File: config.mk
export PLATFORM = sky130hd
export DESIGN_NAME = source_comment_stripper
export DESIGN_NICKNAME = d
export VERILOG_FILES = /design/src/sv/scs_pkg.sv /design/src/sv/source_comment_stripper.sv
export SDC_FILE = /design/constraint.sdc
export NUM_CORES = 1
export LEC_CHECK = 0
export ABC_AREA = 1
export BUFFER_PORTS_ARGS = -buffer_cell sky130_fd_sc_hd__buf_2
export CORE_ASPECT_RATIO = 0.6
export CORE_MARGIN = 2
export CORE_UTILIZATION = 35
export CTS_CLUSTER_DIAMETER = 60
export DETAILED_ROUTE_END_ITERATION = 10
export PLACE_DENSITY = 0.56
export SETUP_SLACK_MARGIN = 0.1
export SYNTH_ARGS = -nofsm -noshare
export SYNTH_HDL_FRONTEND = slang
export SYNTH_SLANG_ARGS = --single-unit
File: constraint.sdc
create_clock -name clk -period 4.3 [get_ports clk]
set_input_delay 0.215 -clock clk [delete_from_list [all_inputs] [get_ports clk]]
set_output_delay 0.215 -clock clk [all_outputs]
set_load 0.02 [all_outputs]
File: src/sv/scs_pkg.sv
`timescale 1ns / 1ps
package scs_pkg;

	localparam logic [1:0] MODE_CODE   = 2'd0;
	localparam logic [1:0] MODE_STRING = 2'd1;
	localparam logic [1:0] MODE_BLOCK  = 2'd2;
	localparam logic [1:0] MODE_LINE   = 2'd3;

	localparam logic [7:0] CH_SLASH   = 8'h2F;
	localparam logic [7:0] CH_STAR    = 8'h2A;
	localparam logic [7:0] CH_QUOTE   = 8'h22;
	localparam logic [7:0] CH_SPACE   = 8'h20;
	localparam logic [7:0] CH_NEWLINE = 8'h0A;

	localparam int RUN_W = 10;

	// result queue: two slots per input beat plus room to keep streaming
	localparam int Q_DEPTH = 4;
	localparam int Q_PTR_W = $clog2(Q_DEPTH);
	localparam int Q_CNT_W = $clog2(Q_DEPTH + 1);

	typedef struct packed {
		logic [RUN_W-1:0] space_run;
		logic             has_char;
		logic [7:0]       out_char;
		logic             last;
	} result_t;

endpackage

File: src/sv/source_comment_stripper.sv
`timescale 1ns / 1ps
// A result is held in the result queue from the cycle after its byte is accepted.
// Throughput: one byte per cycle unless in_stall; a byte that yields two results
// needs two output beats, so the four-entry result queue sets the sustained rate
// under output stall. in_stall rises while fewer than two queue slots are free.
// Reset (arst_n low, asynchronous) returns to code mode with no slash, star or
// spaces held and an empty result queue.
module source_comment_stripper
	import scs_pkg::*;
#(
	parameter int MAX_SPACE_RUN = 1023
) (
	input  logic             clk,
	input  logic             arst_n,
	input  logic             in_valid,
	output logic             in_stall,
	input  logic [7:0]       in_char,
	output logic             out_valid,
	input  logic             out_stall,
	output logic [RUN_W-1:0] space_run,
	output logic             has_char,
	output logic [7:0]       out_char,
	output logic             last
);

	localparam int CAP_INT = (MAX_SPACE_RUN > 1023) ? 1023 : MAX_SPACE_RUN;
	localparam logic [RUN_W-1:0] SPACE_CAP = RUN_W'(CAP_INT);

	logic [1:0]       mode_q, mode_d;
	logic             slash_q, slash_d;
	logic             star_q, star_d;
	logic [RUN_W-1:0] count_q, count_d;
	logic [RUN_W-1:0] count_inc;

	result_t          q_mem_q [Q_DEPTH];
	logic [Q_PTR_W-1:0] wr_q, rd_q;
	logic [Q_CNT_W-1:0] cnt_q;

	result_t res0, res1, code_res, slash_res;
	logic    v0, v1, code_v, run_code, pre_slash;
	logic    in_acc, out_acc;
	logic [1:0] n_push;

	assign in_acc  = in_valid && !in_stall;
	assign out_acc = out_valid && !out_stall;
	assign count_inc = (count_q < SPACE_CAP) ? count_q + RUN_W'(1) : count_q;

	always_comb begin
		mode_d    = mode_q;
		slash_d   = slash_q;
		star_d    = star_q;
		count_d   = count_q;
		run_code  = 1'b0;
		pre_slash = 1'b0;
		code_v    = 1'b0;
		code_res  = '0;
		slash_res = '{space_run: '0, has_char: 1'b1, out_char: CH_SLASH, last: 1'b0};
		res0      = '0;
		res1      = '0;
		v0        = 1'b0;
		v1        = 1'b0;

		if (in_char == CH_NEWLINE) begin
			pre_slash = slash_q;
			slash_d   = 1'b0;
			star_d    = 1'b0;
			count_d   = '0;
			if (mode_q == MODE_LINE)
				mode_d = MODE_CODE;
		end else begin
			case (mode_q)
				MODE_CODE: begin
					if (slash_q) begin
						slash_d = 1'b0;
						if (in_char == CH_SLASH) begin
							mode_d = MODE_LINE;
						end else if (in_char == CH_STAR) begin
							mode_d = MODE_BLOCK;
							star_d = 1'b0;
						end else begin
							pre_slash = 1'b1;
							run_code  = 1'b1;
						end
					end else begin
						run_code = 1'b1;
					end
				end
				MODE_STRING: begin
					if (in_char == CH_SPACE) begin
						count_d = count_inc;
					end else begin
						if (in_char == CH_QUOTE)
							mode_d = MODE_CODE;
						code_v   = 1'b1;
						code_res = '{space_run: count_q, has_char: 1'b1,
							out_char: in_char, last: 1'b0};
						count_d  = '0;
					end
				end
				MODE_BLOCK: begin
					if (star_q && in_char == CH_SLASH) begin
						mode_d = MODE_CODE;
						star_d = 1'b0;
					end else begin
						star_d = (in_char == CH_STAR);
					end
				end
				default: begin
				end
			endcase
		end

		// ordinary code byte, with any held slash already dealt with
		if (run_code) begin
			if (in_char == CH_SPACE) begin
				count_d = count_inc;
			end else if (in_char == CH_SLASH) begin
				slash_d  = 1'b1;
				code_v   = (count_q != '0);
				code_res = '{space_run: count_q, has_char: 1'b0,
					out_char: 8'h00, last: 1'b0};
				count_d  = '0;
			end else begin
				if (in_char == CH_QUOTE)
					mode_d = MODE_STRING;
				code_v   = 1'b1;
				code_res = '{space_run: count_q, has_char: 1'b1,
					out_char: in_char, last: 1'b0};
				count_d  = '0;
			end
		end

		if (pre_slash) begin
			v0   = 1'b1;
			res0 = slash_res;
			v1   = code_v;
			res1 = code_res;
			res0.last = !code_v;
			res1.last = 1'b1;
		end else begin
			v0   = code_v;
			res0 = code_res;
			res0.last = 1'b1;
		end
	end

	assign n_push = {1'b0, in_acc && v0} + {1'b0, in_acc && v1};

	always_ff @(posedge clk or negedge arst_n) begin
		if (!arst_n) begin
			mode_q  <= MODE_CODE;
			slash_q <= 1'b0;
			star_q  <= 1'b0;
			count_q <= '0;
			wr_q    <= '0;
			rd_q    <= '0;
			cnt_q   <= '0;
		end else begin
			if (in_acc) begin
				mode_q  <= mode_d;
				slash_q <= slash_d;
				star_q  <= star_d;
				count_q <= count_d;
			end
			wr_q  <= wr_q + Q_PTR_W'(n_push);
			if (out_acc)
				rd_q <= rd_q + Q_PTR_W'(1);
			cnt_q <= cnt_q + Q_CNT_W'(n_push) - Q_CNT_W'(out_acc);
		end
	end

	always_ff @(posedge clk) begin
		if (in_acc && v0)
			q_mem_q[wr_q] <= res0;
		if (in_acc && v1)
			q_mem_q[wr_q + Q_PTR_W'(1)] <= res1;
	end

	assign in_stall  = cnt_q > Q_CNT_W'(Q_DEPTH - 2);
	assign out_valid = cnt_q != '0;
	assign space_run = q_mem_q[rd_q].space_run;
	assign has_char  = q_mem_q[rd_q].has_char;
	assign out_char  = q_mem_q[rd_q].out_char;
	assign last      = q_mem_q[rd_q].last;

endmodule

==> results of run 1 <==
==> cells in the mapped netlist <==
cell / count / area, um2
a21oi_1: 10 / 50.1
o21ai_4: 2 / 32.5
nand3_2: 5 / 50.1
nand2_2: 4 / 25.0
a31oi_1: 1 / 6.26
nand3_1: 110 / 551
or2_2: 1 / 6.26
buf_1: 2 / 7.51
xnor2_1: 4 / 35.0
buf_6: 6 / 67.6
nor3b_1: 1 / 7.51
nor2_4: 2 / 22.5
o21ai_0: 61 / 305
inv_1: 42 / 158
buf_2: 6 / 30.0
nor2_8: 1 / 20.0
o211ai_1: 2 / 15.0
clkbuf_1: 20 / 75.1
a21oi_2: 4 / 35.0
buf_4: 2 / 15.0
o21ai_1: 6 / 30.0
nand2_4: 1 / 11.3
ha_1: 7 / 87.6
clkinv_1: 1 / 3.75
nor2_2: 2 / 12.5
nand2_1: 157 / 589
inv_2: 7 / 26.3
o41ai_1: 1 / 8.76
nor3_2: 3 / 30.0
dfrtp_1: 21 / 526
xor2_1: 7 / 61.3
a311oi_1: 1 / 8.76
nand4_1: 12 / 75.1
edfxtp_1: 80 / 2400
nor3_1: 5 / 25.0
nor4_1: 3 / 18.8
o22ai_1: 20 / 125
nor2_1: 79 / 297
fa_1: 1 / 20.0
==> stage by stage <==
| stage | power, uW | hold slack, ps | area (um2) | setup slack, ps |
|---|---|---|---|---|
| final | 3700 | 194 | 6550 | 1250 |
| after global routing | 3930 | 220 | 6550 | 1030 |
| after CTS | 3720 | 194 | 6550 | 1260 |
| after detailed placement | 2930 | 221 | 6250 | 1040 |
| after global placement | 2910 | 214 | 6250 | 1130 |
| after floorplan | 2370 | -80.6 | 5870 | 1500 |
==> routing by layer <==
layer	part of all wire (%)	wire length [um]	up-vias	GRT usage, %
met4	0.43	72	0	3.03
met3	9.7	1620	9	4.72
met2	40	6710	196	26.4
li1	-	-	2457	-
met5	0	0	-	0
met1	50	8260	2395	31.0
==> where the power goes <==
group | total (uW) | switching (uW) | leakage [uW] | internal [uW]
clock | 795 | 391 | 0.000133 | 404
combinational | 1610 | 1170 | 0.00156 | 444
sequential | 1300 | 57.5 | 0.00100 | 1240
total | 3700 | 1620 | 0.00269 | 2090
==> what timing repair did <==
action                    4_1_cts  5_1_grt
hold buffers                    1        0
buffers inserted                0        0
hold endpoints to repair       21        0
gates resized for setup         0        0
==> worst max-delay path: stages, from the launching register on <==
cell	delay (ps)
dfrtp_1	470
nor2_2	370
nand3_2	400
nand2_1	250
nand3_1	140
nor2_4	120
ha_1	160
inv_1	50
ha_1	260
inv_1	40
ha_1	180
fa_1	380
xnor2_1	140
==> worst min path at each step <==
| stage | end | slack, ps | cells past startpoint |
|---|---|---|---|
| after global placement | star_q$_DFFE_PN0P_ | 210 | 1 |
| final | rd_q[1]$_DFFE_PN0P_ | 190 | 4 |
| after CTS | rd_q[0]$_DFFE_PN0P_ | 190 | 3 |
| after floorplan | cnt_q[0]$_DFF_PN0_ | -80 | 0 |
| after detailed placement | star_q$_DFFE_PN0P_ | 220 | 1 |
| after global routing | rd_q[0]$_DFFE_PN0P_ | 220 | 3 |
==> cell families (layout without fill, tap and decap cells) <==
| group | count (synthesis) | in the layout | synth area share [%] |
|---|---|---|---|
| simple gates | 386 | 386 | 29.6 |
| compound gates | 108 | 108 | 10.5 |
| flops | 101 | 101 | 49.9 |
| buf+inv | 86 | 116 | 6.52 |
| xor+xnor | 11 | 11 | 1.64 |
| fa+ha+maj | 8 | 8 | 1.83 |
==> final cells by class <==
| cell class | count | share of cell area [%] |
|---|---|---|
| clock buffer | 10 | 3.50 |
| sequential | 101 | 44.7 |
| clock inverter | 6 | 0.841 |
| tap | 228 | 4.36 |
| multi-input combinational | 513 | 39.2 |
| timing repair buffer | 50 | 4.51 |
| inverter | 50 | 2.87 |
==> placed cells by master, fill, tap and decap left out, types with 2 or more instances in the layout <==
master and count:
a21oi_2 4, clkbuf_16 9, clkinv_4 2, o21ai_0 61, o22ai_1 20, a21oi_1 10
buf_4 16, xnor2_1 4, ha_1 7, xor2_1 7, clkinvlp_4 2, inv_2 7
dfrtp_1 21, nand4_1 12, nor2_4 3, nand2_1 157, buf_2 33, nor3_2 3
inv_1 42, nand2_2 4, nor2_1 79, nand3_1 110, o21ai_1 6, nor3_1 5
o21ai_4 2, inv_8 2, nor4_1 3, o211ai_1 2, nand3_2 5, edfxtp_1 80
==> flip-flops by register name, indices dropped and copies added (netlist names) <==
| name | count |
|---|---|
| cnt_q | 3 |
| count_q | 10 |
| mode_q | 2 |
| q_mem_q | 80 |
| rd_q | 2 |
| slash_q | 1 |
| star_q | 1 |
| wr_q | 2 |
==> reports/metrics.cfg, run 1 <==
[clock_tree]
cts_tree=yes
cts-buffers-inserted=9
cts.clk_slew.worst_paths_ps=70
clk_path_buf_depth=2
cts.sinks=101
root_buffer=clkbuf_16
clock_latency_ps=340
htreeDepth=3

[worst_hold_path]
min_from=out_stall
hold_path_class=in -> reg

[grt]
grt_remaining_overflow=0
grt_pass1_wl_um=26700
grt_pass1_vias=4653
antenna_found_initial=0
grt_max_degree=65
grt_usage_pct=19.4

[floorplanning]
die_area_um2=17900
initial_utilization_pct=36.0
fp.coreArea_um2=16300
ios=34
die-width_um=171
die_h_um=104
num_rows=36

[detailed_routing]
remaining_drc_errors=0
first_pass_iters=5
viasPerCell=5.28
ant_nets=0
dr_total_vias=5057
routedWlPerCell_um=17.4
drt_iter0_drc=559
finalWirelength_um=16700

[logic_synthesis]
ys_seq_area_share_pct=49.9
syn_nets=720
synth_seq_cells=101
yosysUniqueCellTypes=39
ys.warnings.count=0
synth.avg_cell_area_um2=8.39
synth_cells=700
syn-cell-area_um2=5870

[cells_and_area]
n_antenna_cell=0
nets=745
fillers=1647
multi_input_area_um2=2570
fin_cells=958
seq_area_um2=2930
fin_util_pct=40.1
drive_above_1_share_pct=13.2
area.growth.synth_to_final_pct=11.5

[outcome]
status=finished clean

[power]
p_leak_uw=0.00269
power_density_nw_per_um2=566
irDropWorstVdd_v=0.000191

[placement]
portBuffers=33
dp.cells=941
place_hpwl_um=11400
place_congestion=0.931

[critical_path]
reg2reg_slack_ps=1250
cp-end-kind=flip-flop
worstSetupEndpoint=cnt_q[2]$_DFF_PN0_
rr_startpoint=mode_q[0]$_DFFE_PN0P_
cp.arrival_ps=3290
startpoint=mode_q[0]$_DFFE_PN0P_
cp.required_ps=4530
start_kind=flip-flop
r2r-end=cnt_q[2]$_DFF_PN0_
path_class=reg -> reg
cp_max_fo=23
reg2regPathDepth=12

[timing]
drv_slew=0
maxSlewHeadroom_pct=44.2
fmax_ghz=0.328
rsz0062_at_grt=false
finalCritPeriodShare_pct=71.0
tightest_slew_ps=836
setup_viol=0
skew_ps=8.39
fin_crit_ps=3050
fin_setup_tns_ps=0
finalHoldViolCount=0

[run]
maxCapViolations=0

(Power assumes the default switching activity.)
==> inputs of run 2 (changes only) <==
PLACE_DENSITY = 0.58   (was 0.56)
clock period = 2.6 ns   (was 4.3 ns; I/O delays follow)
==> reports/metrics.cfg, run 2 (synthesized netlist as in run 1, its figures left out) <==
[critical_path]
cp.required_ps=2830  ; -1700 ps
cpPeakStageDelay_ps=390  ; -80 ps
cp.arrival_ps=2760  ; -530 ps
worstPathCellList=inv_2, ha_4, nand3_2, nor3_2, nand3_1, nand2_1, nand2_1, nand2_2, a21oi_4, ha_4, inv_2, ha_4, inv_2, ha_4, fa_2, xnor2_1
cp_slowest_cell=dfrtp_1
path_class=reg -> reg
cp_max_fo=2  ; -91%
start_kind=flip-flop
crit_top_cell=ha_4
cp-end-kind=flip-flop
reg2reg_slack_ps=70  ; -1180 ps

[floorplanning]
initial_utilization_pct=36.0  ; unchanged
num_rows=36  ; unchanged
die_area_um2=17900  ; unchanged
fp.coreArea_um2=16300  ; unchanged
ios=34  ; unchanged
die-width_um=171  ; unchanged
die_h_um=104  ; unchanged

[power]
p_sw_uw=2720  ; +68%
sequentialPowerShare_pct=33.9  ; -1.1 points
internal_power_uw=3610  ; +73%
switching_share_pct=43.0  ; -0.67 points
power_uw=6330  ; +71%
clock_power_share_pct=21.0  ; -0.5 points
p_leak_uw=0.00294  ; +9.3%
irDropWorstVdd_v=0.000427  ; +120%
power_density_nw_per_um2=900  ; +59%
power_frac_comb_pct=45.2  ; +1.7 points

[timing]
maxSlewHeadroom_pct=49.0  ; +4.8 points
fmax_ghz=0.395  ; +21%
skew_ps=9.49  ; +1.10 ps
finalCritPeriodShare_pct=97.3  ; +26 points
tightest_slew_ps=764  ; -72.5 ps
drv_slew=0  ; unchanged
hold-worst-slack_ps=137  ; -57.4 ps
fin_crit_ps=2530  ; -523 ps
setup_viol=0  ; unchanged
setup_ws_ps=70.0  ; -1180 ps
finalHoldViolCount=0  ; unchanged
fin_setup_tns_ps=0  ; unchanged
rsz0062_at_grt=true

[cells_and_area]
area.growth.synth_to_final_pct=19.8
mostFrequentLayoutCell=nand2_1
largest_register_ffs=80  ; unchanged
layout_common_cells=nand2_1 (155), nand3_1 (109), edfxtp_1 (80)
n_antenna_cell=0  ; unchanged
top_register=q_mem_q
fillers=1596  ; -3.1%
drive_above_1_share_pct=21.2  ; +8.0 points
top_regs=q_mem_q (80), count_q (10), cnt_q (3)
nets=790  ; +6.0%

[grt]
grt_remaining_overflow=0  ; unchanged
grt_usage_pct=19.5  ; +0.077 points
grt_pass1_vias=4817  ; +3.5%
grt_max_degree=65  ; unchanged
grt_pass1_wl_um=26900  ; +0.70%
antenna_found_initial=0  ; unchanged
grt_use_met1_pct=30.9  ; -0.17 points
grt.busiest_layer=met1
use_met2_pct=27.2  ; +0.84 points
met3_usage_pct=3.92  ; -0.80 points

[detailed_routing]
ant_nets=0  ; unchanged
first_pass_iters=5  ; unchanged
routedWlPerCell_um=16.7  ; -4.2%
remaining_drc_errors=0  ; unchanged
dr_total_vias=5273  ; +4.3%
viasPerCell=5.26  ; -0.41%
finalWirelength_um=16700  ; +0.29%
drt_iter0_drc=543  ; -2.9%

[placement]
portBuffers=33  ; unchanged
preCtsSetupSlack_ps=-57.3  ; -1100 ps
place_hpwl_um=11600  ; +2.1%
place_congestion=0.990  ; +6.3%

[outcome]
status=finished clean

[clock_tree]
clock_latency_ps=350  ; about the same
cts-buffers-inserted=9  ; unchanged
root_buffer=clkbuf_16
cts.clk_slew.worst_paths_ps=70  ; about the same
cts.sinks=101  ; unchanged
htreeDepth=3  ; unchanged
cts_tree=yes
clk_path_buf_depth=2  ; unchanged

[run]
maxCapViolations=0  ; unchanged

[worst_hold_path]
hold_path_class=in -> reg

run 2: cell count changes in the layout (fill, tap and decap cells not counted), sizes merged:
cell | before | now
clkbuf | 10 | 9
clkinvlp | 2 | 0
inv | 51 | 52
clkinv | 3 | 5
buf | 49 | 94
run 2: area by class of cell:
type | count | area (um2) | area share [%]
clock inverters | 7 | 67.6 | 0.961
flip-flops and latches | 101 | 2930 | 41.7
repair buffers | 95 | 671 | 9.54
clock buffers | 9 | 225 | 3.20
inverters | 50 | 188 | 2.67
well taps | 228 | 285 | 4.06
multi-input cells | 513 | 2670 | 37.9
run 2: worst paths after layout:
path / from / endpoint / cells after the start
min reg2reg: star_q$_DFFE_PN0P_ / star_q$_DFFE_PN0P_ / 2
max in group asynchronous: arst_n / mode_q[1]$_DFFE_PN0P_ / 2
min in group asynchronous: arst_n / star_q$_DFFE_PN0P_ / 2
max: count_q[0]$_DFFE_PN0P_ / cnt_q[2]$_DFF_PN0_ / 16
min: out_stall / rd_q[0]$_DFFE_PN0P_ / 3
max reg2reg: count_q[0]$_DFFE_PN0P_ / cnt_q[2]$_DFF_PN0_ / 16
run 2: critical path: cells and delay by family, from the launching register on:
kind	cells	cell delay [ps]
AND/OR/NAND/NOR	6	530
XOR/XNOR	1	130
buffers and inverters	3	160
flip-flops	1	390
AO/OA/AOI/OAI	1	70
adder cells (fa/ha/maj)	5	1150
run 2: per-stage QoR:
stage                     instances  cell area (um2)  utilization (%)
after floorplan                 700             5940                -
after global placement          976             6620             40.6
after detailed placement        976             6620             40.6
after CTS                       999             6980             42.8
after global routing           1003             7030             43.1
final                          1003             7030             43.1
run 2: power groups by stage:
stage	sequential [uW]	clock [uW]	combinational, uW
after CTS	2150	1360	2860
after floorplan	2170	0	1820
final	2140	1330	2860
after global placement	2180	0	2790
after global routing	2170	1430	3160
after detailed placement	2180	0	2820
run 2: what timing repair did:
item                       4_1_cts  5_1_grt
buffers inserted                 6        4
hold buffers                     1        0
hold endpoints to repair        21        0
pin swaps                        4        1
setup endpoints to repair        2        2
gates resized for setup          5        6
run 2: metal layers:
metal	share of wire (%)	routed length, um
met3	8.0	1330
met2	41	6860
met5	0	0
met1	50	8350
met4	0.96	161
